`src/sv/bsa_pkg.sv`:
```
// ----------------------------------------------------------------------------
// Bitmap slot allocator package
// Shared constants, operation codes and the controller/datapath structs.
// ----------------------------------------------------------------------------
package bsa_pkg;

   localparam int TOTAL_SLOTS_DEF = 8192;
   localparam int WORD_BITS_DEF   = 64;

   localparam int SLOT_W  = 13;
   localparam int LIMIT_W = 14;

   localparam logic [LIMIT_W-1:0] LIMIT_RESET = 14'd1024;

   localparam logic OP_ALLOC = 1'b0;
   localparam logic OP_FREE  = 1'b1;

   typedef struct packed {
      logic accept;
      logic scan_step;
      logic capture;
      logic pick_load;
      logic fail_load;
      logic free_mul;
      logic free_rem;
      logic free_read;
      logic free_load;
   } ctl_cmd_type;

   typedef struct packed {
      logic hit;
      logic exhausted;
      logic rsp_free;
   } dp_sts_type;

endpackage

```
`src/sv/bsa_ctrl.sv`:
```
// ----------------------------------------------------------------------------
// Bitmap slot allocator controller
// Sequences the request accept, bitmap scan, pick and free steps.
// ----------------------------------------------------------------------------
module bsa_ctrl (
   input  logic                 clock,
   input  logic                 reset,
   input  logic                 req_valid,
   input  logic                 req_operation,
   output logic                 req_ready,
   input  bsa_pkg::dp_sts_type  sts,
   output bsa_pkg::ctl_cmd_type cmd
);

   localparam logic [2:0] ST_IDLE   = 3'd0;
   localparam logic [2:0] ST_SCAN   = 3'd1;
   localparam logic [2:0] ST_PICK   = 3'd2;
   localparam logic [2:0] ST_FAIL   = 3'd3;
   localparam logic [2:0] ST_FMUL   = 3'd4;
   localparam logic [2:0] ST_FREM   = 3'd5;
   localparam logic [2:0] ST_FREAD  = 3'd6;
   localparam logic [2:0] ST_FWRITE = 3'd7;

   logic [2:0] state_ff;
   logic [2:0] state_in;

   always_comb begin
      cmd       = '0;
      req_ready = 1'b0;
      state_in  = state_ff;
      unique case (state_ff)
         ST_IDLE: begin
            req_ready = 1'b1;
            if (req_valid) begin
               cmd.accept = 1'b1;
               state_in   = (req_operation == bsa_pkg::OP_ALLOC) ? ST_SCAN : ST_FMUL;
            end
         end
         ST_SCAN: begin
            priority if (sts.hit) begin
               cmd.capture = 1'b1;
               state_in    = ST_PICK;
            end else if (sts.exhausted) begin
               state_in = ST_FAIL;
            end else begin
               cmd.scan_step = 1'b1;
            end
         end
         ST_PICK: begin
            if (sts.rsp_free) begin
               cmd.pick_load = 1'b1;
               state_in      = ST_IDLE;
            end
         end
         ST_FAIL: begin
            if (sts.rsp_free) begin
               cmd.fail_load = 1'b1;
               state_in      = ST_IDLE;
            end
         end
         ST_FMUL: begin
            cmd.free_mul = 1'b1;
            state_in     = ST_FREM;
         end
         ST_FREM: begin
            cmd.free_rem = 1'b1;
            state_in     = ST_FREAD;
         end
         ST_FREAD: begin
            cmd.free_read = 1'b1;
            state_in      = ST_FWRITE;
         end
         ST_FWRITE: begin
            if (sts.rsp_free) begin
               cmd.free_load = 1'b1;
               state_in      = ST_IDLE;
            end
         end
         default: begin
            state_in = ST_IDLE;
         end
      endcase
   end

   always_ff @(posedge clock) begin
      if (reset) begin
         state_ff <= ST_IDLE;
      end else begin
         state_ff <= state_in;
      end
   end

   a_accept_idle_only: assert property (@(posedge clock) disable iff (reset)
      cmd.accept |-> (state_ff == ST_IDLE) && req_valid)
      else $error("beat accepted outside idle");

   a_scan_after_alloc: assert property (@(posedge clock) disable iff (reset)
      cmd.accept && (req_operation == bsa_pkg::OP_ALLOC) |=> state_ff == ST_SCAN)
      else $error("allocate beat did not start a scan");

   a_hit_exclusive: assert property (@(posedge clock) disable iff (reset)
      (state_ff == ST_SCAN) |-> !(sts.hit && sts.exhausted))
      else $error("scan reports hit and exhausted together");

endmodule

```
`config.mk`:
```
export PLATFORM = sky130hd
export DESIGN_NAME = bsa_ctrl
export DESIGN_NICKNAME = d
export VERILOG_FILES = /design/src/sv/bsa_pkg.sv /design/src/sv/bsa_ctrl.sv
export SDC_FILE = /design/constraint.sdc
export NUM_CORES = 1
export LEC_CHECK = 0
export ABC_AREA = 0
export BUFFER_PORTS_ARGS = -buffer_cell sky130_fd_sc_hd__buf_2
export CORE_AREA = 2 2 39 41
export CTS_BUF_LIST = sky130_fd_sc_hd__clkbuf_8
export DETAILED_ROUTE_END_ITERATION = 8
export DIE_AREA = 0 0 41 43
export GPL_TIMING_DRIVEN = 0
export HOLD_SLACK_MARGIN = 0.02
export PLACE_DENSITY = 0.56
export SLEW_MARGIN = 20
export SYNTH_ARGS = -nofsm -noshare
export SYNTH_HDL_FRONTEND = slang
export SYNTH_SLANG_ARGS = --single-unit
```
`constraint.sdc`:
```
create_clock -name clock -period 1.6 [get_ports clock]
set_input_delay 0.24 -clock clock [delete_from_list [all_inputs] [get_ports clock]]
set_output_delay 0.24 -clock clock [all_outputs]
set_load 0.1 [all_outputs]
```
==> reports/summary.txt, run 1 <==
Initial Utilization - 19.5%
Core area - 1380 µm²
Tightest Pin Transition - 0.486 ns
Largest regs - state_ff x3
Vias post-DR - 314
Post-route insts no fill - 71
Syn_nets - 42
Area delta synth->final - 84.7%
CTS buffer count - 3
GRT Util Overall - 10.6%
Largest Register - state_ff
Initial DRC Count - 6
Fin. max-slew vios - 0
Ant. Diodes - 0
Cells after DPL - 67
RD Place Congestion - 0.703
Cell with the largest stage delay on the worst path - dfxtp_1
Clock Latency Late Sink - 0.22 ns
WL/cell - 10.1 µm
F_max - 658 MHz
Final setup violating endpoints - 0
I/O Pins - 17
Layout cells sized above 1 - 60.0%
CP required - 1.36 ns
Root buffer cell - clkbuf_8
Post-layout util - 36.1%
Largest net degree at the start of global routing - 11
Status - finished, final reports clean
Unique masters post-synth - 20
Min-Delay Path Class - input port to register
Vias in the first global route - 292
Drt pass-1 iters - 3
CTS Buffer Depth - 2
Clock Pin Slew Worst Setup and Hold Paths - 0.03 ns
Die W - 41 µm
Critical path peak fanout - 10
Worst vdd ir - 0.000479 V
DRC errors left - 0
Total power - 0.707 mW
Max reg flops - 3
Crit path cell chain - buf_6 -> nand2b_2 -> nor3b_4 -> buf_6
Remaining Overflow, GRT - 0
CP delay by family, top - buffers and inverters
Type of the worst setup path - register to output port
CTS tree - yes
Synth Instances - 35
Port bufs - 16
Relative slew slack - 67.8%
Pwr Density - 1420 nW/µm²
FF+latch count, synth - 3
Final #Nets - 63
Fin crit share - 95.0%
Die area - 1760 µm²
Initial antenna violation count - 0
Placed cell areas - 418 µm²
Final hold slack - 0.216 ns
Worst Path Arrival - 1.28 ns
CTS Hold Bufs - 0
Fin crit period - 1.52 ns
Register area share after synthesis - 22.2%
Worst setup EP type - output port
FP Rows - 14
Die height - 43 µm
Vias per cell - 4.42
Clk_skew - 0.00240 ns
Max H-tree Level - 1
Final ANT Viol Nets - 0
Delay of the slowest critical-path stage - 0.31 ns
Final wirelength - 714 µm
Global-route wire length before repair - 1190 µm
Syn avg cell area - 7.72 µm²
Ys Warns - 0
Post-synthesis cell area - 270 µm²
Sink Count - 3
Leakage - 0.213 nW
CP dominant cell by count - buf_6
Hpwl dp - 533 µm
Final hold vios - 0
CP Buf/Inv Count - 2
Max Cap Viol - 0
Post-route cell area - 499 µm²
Setup crit start kind - register
-- through the flow --
step	worst slack (ns)	setup TNS, ns
after floorplan	-0.460	-2.22
after global placement	0.0353	0
after detailed placement	0.0214	0
after CTS	0.0312	0
after global routing	-0.0000386	-0.0000386
final	0.0807	0
-- cells in the final DEF (no fill, tap or decap), drive strengths merged, types with 2 or more instances in the layout --
cell type and instances:
dfxtp 3, or3 2, nor2 8, inv 3, nand2b 3, buf 16
nor3 3, clkbuf 6
-- synthesized netlist by cell type --
master,instances,area share (%)
a21oi_1,1,1.9
a22oi_1,1,2.8
a311oi_1,1,3.2
a31oi_1,1,2.3
buf_4,1,2.8
buf_6,2,8.3
dfxtp_1,3,22
inv_1,2,2.8
nand2_1,1,1.4
nand2b_1,2,4.6
nand2b_4,1,5.1
nand3_1,1,1.9
nor2_1,8,11
nor3_1,3,5.6
nor3b_1,1,2.8
nor4b_4,1,8.8
o21ai_1,1,1.9
o31a_1,1,3.2
o31ai_1,1,2.8
or3_1,2,4.6
-- cells by family after synthesis --
group,after synthesis,synth area share [%]
AND/OR/NAND/NOR,20,45.8
flip-flops,3,22.2
buffers and inverters,5,13.9
AO/OA/AOI/OAI,7,18.1
-- power breakdown --
group | internal (mW) | switching [mW] | total (mW)
Clock | 0.163 | 0.0500 | 0.213
Sequential | 0.0882 | 0.00630 | 0.0945
Combinational | 0.112 | 0.287 | 0.399
Total | 0.364 | 0.344 | 0.707
-- layer usage --
| layer | part of all wire, % | vias to the layer above | GRT usage, % |
|---|---|---|---|
| li1 | - | 164 | - |
| met1 | 44 | 133 | 12.1 |
| met2 | 43 | 15 | 13.8 |
| met3 | 11 | 2 | 6.28 |
| met4 | 2.5 | 0 | 8.00 |
| met5 | 0 | - | 0 |
-- worst paths after layout --
kind | start | cells past startpoint | slack [ns] | to
worst max-delay path | state_ff[0] | 4 | 0.08 | cmd[6]
worst min-delay path | reset | 2 | 0.22 | state_ff[1]
worst max register to register | state_ff[0] | 4 | 0.53 | state_ff[0]
worst min register to register | state_ff[1] | 2 | 0.60 | state_ff[1]
-- timing repair --
item / 4_1_cts / 5_1_grt
buffers inserted: 0 / 0
endpoints found under the setup margin: 6 / 5
cloned: 0 / 0
gates resized for setup: 8 / 5
-- layout make-up --
cell class / instances / area, µm²
buffer: 3 / 30.0
clock buffer: 3 / 41.3
clock inverter: 1 / 3.75
fill: 157 / 885
inverter: 2 / 7.51
multi-input combinational: 27 / 221
sequential: 3 / 61.3
tap: 16 / 20.0
timing repair buffer: 16 / 114
No activity file was read; power rests on OpenSTA's default activity.
==> run 2: changes to the inputs <==
==> constraint.sdc (replaced) <==
create_clock -name clock -period 1.85 [get_ports clock]
set_input_delay 0.2775 -clock clock [delete_from_list [all_inputs] [get_ports clock]]
set_output_delay 0.2775 -clock clock [all_outputs]
set_load 0.1 [all_outputs]
==> run 2 against run 1 <==
Global-route usage is 0.88 points lower; flip-flop and latch count stayed put; die area stayed put; sequential share of layout area is 1.7 points higher; final area is 12% lower; critical path depth stayed put; cell count stayed put; non-clock buffer count stayed put; sequential power is 14% lower; critical path type unchanged; largest cell class unchanged; largest power group unchanged.
==> reports/summary.txt, run 2 (synthesis gave the netlist of run 1 again) <==
I/O Pins - 17 (unchanged)
DRC errors left - 0 (unchanged)
Sequential Power Share - 14.0% (+0.6 points)
Clock share of power - 31.7% (+1.5 points)
Clk_skew - 0.00122 ns (-0.00118 ns)
Setup TNS - 0 ns (unchanged)
Initial Utilization - 19.5% (unchanged)
Worst slack, placed - 0.287 ns (+0.266 ns)
Worst vdd ir - 0.000411 V (-14%)
Setup crit start kind - register
Initial antenna violation count - 0 (unchanged)
RSZ-0062 raised after global routing - no
Worst setup EP type - output port
Pint - 0.297 mW (-18%)
Fin. max-slew vios - 0 (unchanged)
Max Cap Viol - 0 (unchanged)
Worst R2R End - state_ff[0]
CTS buffer count - 3 (unchanged)
Final hold slack - 0.245 ns (+0.0296 ns)
Largest Register - state_ff
Largest regs - state_ff x3
Clock Pin Slew Worst Setup and Hold Paths - 0.03 ns (about the same)
Relative slew slack - 67.8% (-0.085 points)
Logic pwr share - 54.3% (-2.2 points)
Core area - 1380 µm² (unchanged)
Post-route cell area - 439 µm² (-12%)
# Post-CTS Setup Buffers - 0 (unchanged)
GRT Util Overall - 9.73% (-0.88 points)
Most frequent cells in the layout - buf_2, nor2_1, inv_1, nor2_2, clkbuf_8
Final ANT Viol Nets - 0 (unchanged)
RD Place Congestion - 0.709 (+0.77%)
Min-Delay Path Class - input port to register
Placed cell areas - 394 µm² (-5.7%)
Root buffer cell - clkbuf_8
FP Rows - 14 (unchanged)
Largest net degree at the start of global routing - 11 (unchanged)
CTS resizes - 0 (-8)
Port bufs - 16 (unchanged)
CP required - 1.57 ns (+0.21 ns)
Final hold vios - 0 (unchanged)
Total power - 0.583 mW (-18%)
Worst setup endpoint - cmd[6]
Ant. Diodes - 0 (unchanged)
Layout cells sized above 1 - 56.4% (-3.6 points)
Most common cell after layout, fill and taps aside - buf_2
Vias in the first global route - 256 (-12%)
WL/cell - 9.79 µm (-2.7%)
Vias post-DR - 309 (-1.6%)
Die area - 1760 µm² (unchanged)
Pwr Density - 1330 nW/µm² (-6.3%)
Final worst slack - 0.143 ns (+0.0623 ns)
Crit. Startpoint - state_ff[0]
Sw Pwr - 0.285 mW (-17%)
Die height - 43 µm (unchanged)
Area delta synth->final - 62.5%
Final setup violating endpoints - 0 (unchanged)
Global-route wire length before repair - 1100 µm (-8.0%)
Vias per cell - 4.35 (-1.6%)
Switching portion of total power - 49.0% (+0.38 points)
Die W - 41 µm (unchanged)
Hold Path Origin - reset
Remaining Overflow, GRT - 0 (unchanged)
Type of the worst setup path - register to output port
Leakage - 0.209 nW (-1.5%)
Fin crit period - 1.71 ns
Fin crit share - 92.3%
Final #Nets - 63 (unchanged)
CTS Hold Bufs - 0 (unchanged)
Worst Path Arrival - 1.43 ns (+0.15 ns)
Status - finished, final reports clean
Reg2reg path depth - 4 (unchanged)
Critical path peak fanout - 10 (unchanged)
Max H-tree Level - 1 (unchanged)
R2r setup slk - 0.79 ns (+0.26 ns)
Origin of the critical flop-to-flop path - state_ff[0]
Sink Count - 3 (unchanged)
Hpwl dp - 526 µm (-1.4%)
Drt pass-1 iters - 2 (-1)
Final wirelength - 695 µm (-2.7%)
Max reg flops - 3 (unchanged)
Clock Latency Late Sink - 0.21 ns (about the same)
F_max - 586 MHz
CTS Buffer Depth - 2 (unchanged)
CTS tree - yes
Tightest Pin Transition - 0.487 ns (+0.00128 ns)
Initial DRC Count - 3 (-3)
## run 2: changes by cell type in the layout (fill, tap and decap cells not counted)
cell	previous run	this run
buf_4	4	1
nand2b_1	1	2
nor2_2	1	3
clkbuf_4	3	0
nor2_1	4	5
nand2b_2	1	0
buf_6	5	2
nor2_4	3	0
nor3b_2	0	1
nor3b_4	1	0
buf_2	7	16
## run 2: power groups by stage
stage	clock network [mW]	logic (mW)	registers [mW]
detailed placement	0	0.319	0.0825
floorplan	0	0.276	0.0814
global placement	0	0.320	0.0822
global route	0.194	0.335	0.0826
finish	0.184	0.317	0.0816
CTS	0.192	0.321	0.0818
## run 2: critical path: stages, from the launching register on
cell      delay (ns)
dfxtp_1         0.31
buf_6           0.14
nand2b_1        0.14
nor3b_2         0.19
buf_2           0.44
## run 2: cell type report
cell class / count / area [µm²]
Tap cell: 16 / 20.0
Buffer: 3 / 30.0
Multi-Input combinational cell: 27 / 195
Clock buffer: 3 / 41.3
Timing Repair Buffer: 16 / 80.1
Inverter: 2 / 7.51
Fill cell: 158 / 945
Clock inverter: 1 / 3.75
Sequential cell: 3 / 61.3
## run 2: how the worst min path moves through the flow
stage / end / slack [ns] / depth (start not counted)
2_1_floorplan: state_ff[1] / 0.34 / 1
3_3_place_gp: state_ff[1] / 0.47 / 2
3_5_place_dp: state_ff[2] / 0.47 / 2
4_1_cts: state_ff[2] / 0.24 / 2
5_1_grt: state_ff[2] / 0.26 / 2
6_report: state_ff[2] / 0.25 / 2
## run 2: per-stage QoR
step                std cells  utilization [%]
floorplan                  35                -
global placement           67             28.5
detailed placement         67             28.5
CTS                        71             31.7
global route               71             31.7
finish                     71             31.7
## run 2: per-layer routing
| metal | global-route usage [%] | routed length, µm | share of wire [%] | vias up |
|---|---|---|---|---|
| li1 | - | - | - | 163 |
| met1 | 13.8 | 308 | 44 | 128 |
| met2 | 11.3 | 307 | 44 | 14 |
| met3 | 3.14 | 56 | 8.1 | 4 |
| met4 | 8.00 | 22 | 3.2 | 0 |
| met5 | 0 | 0 | 0 | - |
